<file path="src/bstk_pkg.sv">
// Shared request and outcome codes and controller/datapath interface types for the stack.
package bstk_pkg;

    localparam logic [2:0] REQ_PUSH   = 3'd0;
    localparam logic [2:0] REQ_POP    = 3'd1;
    localparam logic [2:0] REQ_PEEK   = 3'd2;
    localparam logic [2:0] REQ_STATUS = 3'd3;
    localparam logic [2:0] REQ_MAX    = 3'd4;
    localparam logic [2:0] REQ_EVEN   = 3'd5;
    localparam logic [2:0] REQ_ODD    = 3'd6;
    localparam logic [2:0] REQ_UNUSED = 3'd7;

    localparam logic [1:0] OUT_OK    = 2'd0;
    localparam logic [1:0] OUT_FULL  = 2'd1;
    localparam logic [1:0] OUT_EMPTY = 2'd2;

    // Commands from the controller to the datapath.
    typedef struct packed {
        logic accept;     // request taken this cycle
        logic immediate;  // request is answered without a memory walk
        logic issue;      // read the entry at the scan index
        logic final_res;  // give the closing word of a walk
    } t_ctl_cmd;

    // Status from the datapath to the controller.
    typedef struct packed {
        logic empty;
        logic scan_end;   // scan index points at the top entry
    } t_dp_stat;

endpackage

</file>
<file path="src/bstk_ctrl.sv">
// Controller state machine that sequences the memory walk for scan requests.
module bstk_ctrl
    import bstk_pkg::*;
(
    input  logic       i_clk,
    input  logic       i_rst_n,
    input  logic       start,
    input  logic [2:0] i_req_type,
    input  t_dp_stat   i_stat,
    output t_ctl_cmd   o_cmd,
    output logic       busy
);

    typedef enum logic [3:0] {
        S_IDLE  = 4'b0001,
        S_ISSUE = 4'b0010,
        S_DRAIN = 4'b0100,
        S_FIN   = 4'b1000
    } t_state;

    t_state r_state, n_state;
    logic   imm;

    // Push and the unused code never read the memory, nor does anything on an empty stack.
    assign imm = (i_req_type == REQ_PUSH) || (i_req_type == REQ_UNUSED) || i_stat.empty;

    always_comb begin
        n_state = r_state;
        case (r_state)
            S_IDLE: begin
                if (start && !imm) n_state = S_ISSUE;
            end
            S_ISSUE: begin
                if (i_stat.scan_end) n_state = S_DRAIN;
            end
            S_DRAIN: n_state = S_FIN;
            S_FIN:   n_state = S_IDLE;
            default: n_state = S_IDLE;
        endcase
    end

    always_ff @(posedge i_clk) begin
        if (!i_rst_n) begin
            r_state <= S_IDLE;
        end else begin
            r_state <= n_state;
        end
    end

    assign busy            = (r_state != S_IDLE);
    assign o_cmd.accept    = start && (r_state == S_IDLE);
    assign o_cmd.immediate = imm;
    assign o_cmd.issue     = (r_state == S_ISSUE);
    assign o_cmd.final_res = (r_state == S_FIN);

    a_drain_to_fin: assert property (@(posedge i_clk) disable iff (!i_rst_n)
        (r_state == S_DRAIN) |=> (r_state == S_FIN))
        else $error("drain not followed by final word");

    a_fin_to_idle: assert property (@(posedge i_clk) disable iff (!i_rst_n)
        (r_state == S_FIN) |=> (r_state == S_IDLE))
        else $error("final word not followed by idle");

    a_imm_stays_idle: assert property (@(posedge i_clk) disable iff (!i_rst_n)
        (o_cmd.accept && imm) |=> (r_state == S_IDLE))
        else $error("immediate request left idle");

endmodule

</file>
<file path="src/bstk_dpath.sv">
// Datapath: stack memory, fill count, scan index, held word and result registers.
module bstk_dpath
    import bstk_pkg::*;
#(
    parameter int STACK_DEPTH = 8
) (
    input  logic               i_clk,
    input  logic               i_rst_n,
    input  logic [2:0]         i_req_type,
    input  logic signed [31:0] i_push_value,
    input  t_ctl_cmd           i_cmd,
    output t_dp_stat           o_stat,
    output logic               o_valid,
    output logic [1:0]         o_outcome,
    output logic               o_has_value,
    output logic signed [31:0] o_data_value,
    output logic [3:0]         o_element_count,
    output logic [3:0]         o_free_slots,
    output logic               o_last_result
);

    localparam int CNT_W = $clog2(STACK_DEPTH + 1);
    localparam int AW    = $clog2(STACK_DEPTH);
    localparam int EXT_W = (CNT_W > 4) ? CNT_W : 4;
    localparam logic [CNT_W-1:0] DEPTH_C   = CNT_W'(STACK_DEPTH);
    localparam logic [EXT_W-1:0] DEPTH_EXT = EXT_W'(STACK_DEPTH);

    logic signed [31:0] r_mem [STACK_DEPTH];
    logic signed [31:0] r_rd_data;
    logic               r_rd_vld;
    logic [CNT_W-1:0]   r_count, n_count;
    logic [AW-1:0]      r_idx;
    logic [2:0]         r_req;
    logic signed [31:0] r_pend;
    logic               r_pend_vld;

    logic               r_valid;
    logic [1:0]         r_outcome;
    logic               r_has;
    logic signed [31:0] r_data;
    logic [3:0]         r_cnt4;
    logic [3:0]         r_free4;
    logic               r_last;

    logic               full;
    logic               list_mode, status_mode, max_mode;
    logic               take;
    logic [1:0]         walk_outcome;
    logic               emit;
    logic [1:0]         e_outcome;
    logic               e_has;
    logic signed [31:0] e_data;
    logic               e_last;
    logic               do_push;
    logic [EXT_W-1:0]   cnt_ext;
    logic [CNT_W-1:0]   top_idx;

    assign full     = (r_count == DEPTH_C);
    assign top_idx  = r_count - CNT_W'(1);
    assign do_push  = i_cmd.accept && i_cmd.immediate && (i_req_type == REQ_PUSH) && !full;

    assign o_stat.empty    = (r_count == '0);
    assign o_stat.scan_end = ((CNT_W'(r_idx) + CNT_W'(1)) == r_count);

    assign status_mode = (r_req == REQ_STATUS);
    assign max_mode    = (r_req == REQ_MAX);
    assign list_mode   = (r_req == REQ_EVEN) || (r_req == REQ_ODD);
    assign walk_outcome = (status_mode && full) ? OUT_FULL : OUT_OK;

    // Whether the word just read replaces the held word.
    always_comb begin
        take = 1'b1;
        if (max_mode) begin
            take = !r_pend_vld || (r_rd_data > r_pend);
        end else if (list_mode) begin
            take = (r_rd_data[0] == (r_req == REQ_ODD));
        end
    end

    // Emits immediate and closing words, and a held word after a later match.
    always_comb begin
        emit      = 1'b0;
        e_outcome = OUT_OK;
        e_has     = 1'b0;
        e_data    = '0;
        e_last    = 1'b1;
        n_count   = r_count;
        if (i_cmd.accept && i_cmd.immediate) begin
            emit = 1'b1;
            if (i_req_type == REQ_PUSH) begin
                if (full) begin
                    e_outcome = OUT_FULL;
                end else begin
                    n_count = r_count + CNT_W'(1);
                end
            end else if (i_req_type != REQ_UNUSED) begin
                e_outcome = OUT_EMPTY;
            end
        end else if (i_cmd.final_res) begin
            emit      = 1'b1;
            e_outcome = walk_outcome;
            e_has     = r_pend_vld;
            e_data    = r_pend_vld ? r_pend : 32'sd0;
            if (r_req == REQ_POP) n_count = top_idx;
        end else if (r_rd_vld && take && r_pend_vld && (status_mode || list_mode)) begin
            emit      = 1'b1;
            e_outcome = walk_outcome;
            e_has     = 1'b1;
            e_data    = r_pend;
            e_last    = 1'b0;
        end
    end

    assign cnt_ext = EXT_W'(n_count);

    always_ff @(posedge i_clk) begin
        if (do_push) begin
            r_mem[r_count[AW-1:0]] <= i_push_value;
        end
        if (i_cmd.issue) begin
            r_rd_data <= r_mem[r_idx];
        end
    end

    always_ff @(posedge i_clk) begin
        if (!i_rst_n) begin
            r_count    <= '0;
            r_rd_vld   <= 1'b0;
            r_pend_vld <= 1'b0;
            r_valid    <= 1'b0;
        end else begin
            r_count  <= n_count;
            r_rd_vld <= i_cmd.issue;
            r_valid  <= emit;
            if (i_cmd.accept && !i_cmd.immediate) begin
                r_pend_vld <= 1'b0;
            end else if (r_rd_vld && take) begin
                r_pend_vld <= 1'b1;
            end
        end
    end

    always_ff @(posedge i_clk) begin
        if (i_cmd.accept && !i_cmd.immediate) begin
            r_req <= i_req_type;
            r_idx <= ((i_req_type == REQ_POP) || (i_req_type == REQ_PEEK)) ?
                     top_idx[AW-1:0] : '0;
        end else if (i_cmd.issue) begin
            r_idx <= r_idx + AW'(1);
        end
        if (r_rd_vld && take) begin
            r_pend <= r_rd_data;
        end
        if (emit) begin
            r_outcome <= e_outcome;
            r_has     <= e_has;
            r_data    <= e_data;
            r_last    <= e_last;
            r_cnt4    <= cnt_ext[3:0];
            r_free4   <= 4'(DEPTH_EXT - cnt_ext);
        end
    end

    assign o_valid         = r_valid;
    assign o_outcome       = r_outcome;
    assign o_has_value     = r_has;
    assign o_data_value    = r_data;
    assign o_element_count = r_cnt4;
    assign o_free_slots    = r_free4;
    assign o_last_result   = r_last;

    a_count_bound: assert property (@(posedge i_clk) disable iff (!i_rst_n)
        r_count <= DEPTH_C)
        else $error("fill count beyond depth");

    a_no_value_zero: assert property (@(posedge i_clk) disable iff (!i_rst_n)
        (r_valid && !r_has) |-> (r_data == 32'sd0))
        else $error("data word set without a value");

    a_push_grows: assert property (@(posedge i_clk) disable iff (!i_rst_n)
        do_push |=> (r_count == $past(r_count) + CNT_W'(1)))
        else $error("push did not grow the stack");

    a_final_last: assert property (@(posedge i_clk) disable iff (!i_rst_n)
        i_cmd.final_res |=> (r_valid && r_last))
        else $error("walk closed without a last word");

endmodule

</file>
<file path="src/bounded_stack_with_scans.sv">
// Top level of the bounded LIFO stack with maximum and list scans.
//
//  channel   direction  handshake                 payload
//  request   in         start & !busy accepts     i_req_type, i_push_value
//  result    out        o_valid, one cycle each   o_outcome, o_has_value, o_data_value,
//                                                 o_element_count, o_free_slots,
//                                                 o_last_result
//
// Push, the unused code and any request on an empty stack answer in the cycle after
// acceptance, and busy stays low so another request may follow at once.
// Pop, peek, maximum, status and list requests walk the memory one entry a cycle through
// its single registered read port (pop and peek the top entry only, the rest every filled
// entry); busy covers the walk, and the last word is shown in the cycle busy falls.
// Reset is synchronous and active low; it empties the stack, memory contents stay as they are.
// Result words cannot be stalled; each is shown for exactly one cycle.
module bounded_stack_with_scans
    import bstk_pkg::*;
#(
    parameter int STACK_DEPTH = 8
) (
    input  logic               i_clk,
    input  logic               i_rst_n,
    input  logic               start,
    output logic               busy,
    input  logic [2:0]         i_req_type,
    input  logic signed [31:0] i_push_value,
    output logic               o_valid,
    output logic [1:0]         o_outcome,
    output logic               o_has_value,
    output logic signed [31:0] o_data_value,
    output logic [3:0]         o_element_count,
    output logic [3:0]         o_free_slots,
    output logic               o_last_result
);

    t_ctl_cmd cmd;
    t_dp_stat stat;

    bstk_ctrl u_ctrl (
        .i_clk      (i_clk),
        .i_rst_n    (i_rst_n),
        .start      (start),
        .i_req_type (i_req_type),
        .i_stat     (stat),
        .o_cmd      (cmd),
        .busy       (busy)
    );

    bstk_dpath #(
        .STACK_DEPTH (STACK_DEPTH)
    ) u_dpath (
        .i_clk           (i_clk),
        .i_rst_n         (i_rst_n),
        .i_req_type      (i_req_type),
        .i_push_value    (i_push_value),
        .i_cmd           (cmd),
        .o_stat          (stat),
        .o_valid         (o_valid),
        .o_outcome       (o_outcome),
        .o_has_value     (o_has_value),
        .o_data_value    (o_data_value),
        .o_element_count (o_element_count),
        .o_free_slots    (o_free_slots),
        .o_last_result   (o_last_result)
    );

endmodule

</file>
<file path="config.mk">
export PLATFORM = sky130hd
export DESIGN_NAME = bounded_stack_with_scans
export DESIGN_NICKNAME = d
export VERILOG_FILES = /design/src/bstk_pkg.sv /design/src/bstk_ctrl.sv /design/src/bstk_dpath.sv /design/src/bounded_stack_with_scans.sv
export SDC_FILE = /design/constraint.sdc
export NUM_CORES = 1
export LEC_CHECK = 0
export CORE_MARGIN = 2
export CORE_UTILIZATION = 45
export CTS_CLUSTER_DIAMETER = 40
export CTS_CLUSTER_SIZE = 8
export DETAILED_ROUTE_END_ITERATION = 6
export DONT_BUFFER_PORTS = 1
export GPL_TIMING_DRIVEN = 0
export PLACE_DENSITY_LB_ADDON = 0.15
export SLEW_MARGIN = 10
export SYNTH_ARGS = -nofsm -noshare
export SYNTH_HDL_FRONTEND = slang
export SYNTH_HIERARCHICAL = 1
export SYNTH_SLANG_ARGS = --single-unit
</file>
<file path="constraint.sdc">
create_clock -name i_clk -period 10.1 [get_ports i_clk]
set_input_delay 2.02 -clock i_clk [delete_from_list [all_inputs] [get_ports i_clk]]
set_output_delay 2.02 -clock i_clk [all_outputs]
set_load 0.05 [all_outputs]
</file>
==> impl_results.md <==
- Max VDD drop: 0.000144 V
- Mux share of post-synthesis cell area: 12.1%
- Leakage power: 5.87 nW
- Total grt overflow: 0
- Largest family of logic cells by synthesized area: multiplexers
- Post-synthesis cell type count: 55
- Clock power share: 47.7%
- Synthesized area: 15000 um^2
- Post-Synth Adder-Cell Area: 3.00%
- # IOs: 84
- FF-to-FF setup slack: 6.37 ns
- CTS Hold Bufs: 0
- Crit path to: u_dpath/r_mem[4][18]
- Mapped Cells: 765
- Status: finished clean
- Hold/Removal Path Class: flop to flop
- CP Capture Type: flop
- Synthesis-to-layout area growth: 16.8%
- Worst EP required: 10.37 ns
- Worst R2R Start: u_dpath/r_count[1]
- CTS root buf: clkbuf_16
- Pwr dens: 199 nW/um^2
- Place WS: 5.34 ns
- Worst-Margin Slew: 0.921 ns
- Final wirelength: 29600 um
- Final Hold Fails: 0
- DR DRC count: 0
- RSZ-0062 raised after global routing: false
- Final slew viol count: 0
- Ant. Diodes: 0
- R2r worst-path depth: 15
- Class of the most critical setup path: primary input to flop
- Initial Util: 45.9%
- Largest net degree at the start of global routing: 24
- Via/cell ratio: 5.38
- Pint: 2.81 mW
- CTS sink cnt: 380
- Power share of the combinational group: 1.1%
- MaxCap Viol Count: 0
- Share of cells above drive strength 1: 25.1%
- Post-Synth XOR/XNOR Area: 0.701%
- Buffers inserted by post-CTS timing repair: 0
- Slew Limit Headroom: 38.6%
- Post-synth EDFFs: 369
- Vias post-DR: 7025
- First-pass GRT wire length: 44800 um
- Crit start category: primary input
- Crit path time final: 4.19 ns
- Final Skew: 0.0164 ns
- Clock buffer depth: 3
- CTS tree: yes
- Final HPWL DP: 19400 um
- Switching power: 0.675 mW
- Area after DPL: 15900 um^2
- Worst skew pair latency: 0.57 ns
- Core area: 32700 um^2
- # rows: 66
- Simple-gate area share of the yosys netlist: 4.81%
- Final WS setup: 5.91 ns
- Register area share after synthesis: 75.3%
- Register area: 11300 um^2
- YS warnings: 6
- Die Area: 34800 um^2
- Vias in the first global route: 7564
- Drt pass-1 iters: 5
- Area occupied by multi-input gates: 3480 um^2
- Fill cells: 2545
- Register share of total power: 51.2%
- Compound-cell area share of the yosys netlist: 2.05%
- Die Span Y: 187 um
- CP max FO: 8
- ANT nets after route: 0
- Syn_nets: 839
- Initial antenna violation count: 0
- Clock-pin slew on the worst setup and hold paths: 0.05 ns
- Layout Nets: 917
- Inserted Clock Buffers: 57
- Crit path from: i_req_type[0]
- Drt wl/cell: 22.7 um
- Seq cells post-synth: 380
- Final GP Congestion: 0.785
- Critical path data arrival time: 4.46 ns
- Setup TNS: 0 ns
- Tot GR Track Use: 17.3%
- Syn avg cell area: 19.6 um^2
- Async set-or-reset flop fraction in the synthesized netlist: 0%
- Achievable frequency: 239 MHz
- Final instance area: 17500 um^2
- Final setup viols: 0
- FF-to-FF End: u_dpath/r_mem[4][18]
- Sw Share: 19.3%
- DR iter-0 viols: 410
- Die width: 187 um
- Most used DFF post-synth: edfxtp_1
- Ratio of final minimum period to clock period: 41.5%
- PortBufs: 0
- CTS resizes: 0
- Htree depth: 2
-- final cells by class --
class	count	area share, %
plain buffers	29	0.793
clock buffers	68	8.38
clock inverters	11	0.643
inverters	42	0.900
multi-input cells	314	19.9
flip-flops and latches	380	64.5
well taps	442	3.16
repair buffers	19	1.73
-- cell usage after synthesis, types with 2 or more instances --
cell type / instances / area share (%)
nor4b_1: 2 / 0.12
nand2b_1: 6 / 0.25
dfxtp_1: 11 / 1.5
xnor2_1: 7 / 0.41
nor3_2: 2 / 0.13
a211oi_1: 3 / 0.15
mux2_2: 32 / 2.4
a21oi_1: 11 / 0.37
xor2_1: 5 / 0.29
inv_1: 42 / 1.1
nor2_1: 14 / 0.35
nor4b_2: 2 / 0.20
buf_4: 3 / 0.15
mux4_2: 64 / 9.6
o21ai_0: 11 / 0.37
nor3_1: 7 / 0.23
o22ai_1: 4 / 0.17
nand4_1: 6 / 0.25
and2_1: 40 / 1.7
nand2_1: 22 / 0.55
clkbuf_1: 14 / 0.35
nor4_1: 2 / 0.083
nand3_1: 6 / 0.20
a31oi_1: 3 / 0.13
ha_1: 36 / 3.0
o21bai_1: 2 / 0.10
nand3b_1: 2 / 0.10
a2111oi_0: 2 / 0.12
edfxtp_1: 369 / 74
buf_1: 2 / 0.050
buf_2: 9 / 0.30
-- cells by family (layout without fill, tap and decap cells) --
group	count (synthesis)	count (layout)
AO/OA/AOI/OAI	47	47
flip-flops	380	380
AND/OR/NAND/NOR	122	122
XOR/XNOR	12	12
adder cells (fa/ha/maj)	36	36
buffers and inverters	71	169
multiplexers	97	97
-- power by group through the flow --
stage / Clock, mW / Sequential [mW] / Combinational [mW]
after floorplan: 0 / 1.81 / 0.0281
after global placement: 0 / 1.82 / 0.0359
final: 1.66 / 1.79 / 0.0397
after detailed placement: 0 / 1.81 / 0.0403
after global routing: 1.77 / 1.78 / 0.0435
after CTS: 1.70 / 1.79 / 0.0406
-- registers in the layout, summed over array words and instances (netlist names) --
name                     cells
u_dpath/r_rd_vld             1
u_dpath/r_rd_data           32
u_dpath/r_mem              256
u_dpath/r_pend_vld           1
u_dpath/o_valid              1
u_dpath/o_has_value          1
u_dpath/r_pend              32
u_dpath/r_idx                3
u_dpath/o_data_value        32
u_dpath/o_free_slots         3
u_dpath/r_req                3
u_ctrl/r_state               4
u_dpath/o_outcome            2
u_dpath/o_last_result        1
u_dpath/o_element_count      4
u_dpath/r_count              4
-- placed cells by master (no fill, tap or decap), drive strengths merged, types with 3 or more instances in the layout --
master,count
a211oi,3
a21oi,12
a31oi,3
and2,41
buf,34
clkbuf,82
clkinv,6
dfxtp,11
edfxtp,369
ha,36
inv,44
mux2,33
mux4,64
nand2,23
nand2b,6
nand3,6
nand4,6
nor2,14
nor3,9
nor4,3
nor4b,4
o21ai,12
o22ai,4
xnor2,7
xor2,5
-- critical path: stages --
cell and delay [ns]:
nor3_1 0.18, or3_4 0.16, buf_4 0.10, and2_4 0.13, buf_6 0.12, and2_1 0.13, buf_4 0.14, nand2_2 0.14
nor3_2 0.70, buf_8 0.24, buf_4 0.21, buf_4 0.18
-- routing by layer --
metal  routed length (um)  up-vias  global-route usage [%]  share of wire, %
met1                12600     3629                    22.1                43
li1                     -     3169                       -                 -
met2                14500      174                    29.0                49
met4                  680        0                    5.49               2.3
met3                 1790       53                    4.66               6.1
met5                    0        -                       0                 0
-- worst min-delay path by stage --
stage	cells after the start	end	from
final	0	u_dpath/r_pend[2]	u_dpath/r_rd_data[2]
after CTS	0	u_dpath/r_pend[18]	u_dpath/r_rd_data[18]
after global placement	0	u_dpath/r_pend[1]	u_dpath/r_rd_data[1]
after floorplan	0	u_dpath/r_pend[10]	u_dpath/r_rd_data[10]
after global routing	0	u_dpath/r_pend[1]	u_dpath/r_rd_data[1]
after detailed placement	0	u_dpath/r_pend[2]	u_dpath/r_rd_data[2]
-- metrics by stage --
stage               util (%)  power, mW  hold WS (ns)  instances
CTS                     53.6       3.53         0.453       1305
global route            53.6       3.60         0.468       1305
floorplan                  -       1.84         0.433        765
global placement        47.6       1.85         0.442       1207
finish                  53.6       3.49         0.455       1305
detailed placement      48.7       1.86         0.444       1226
Power figures use the tool's default switching activity.
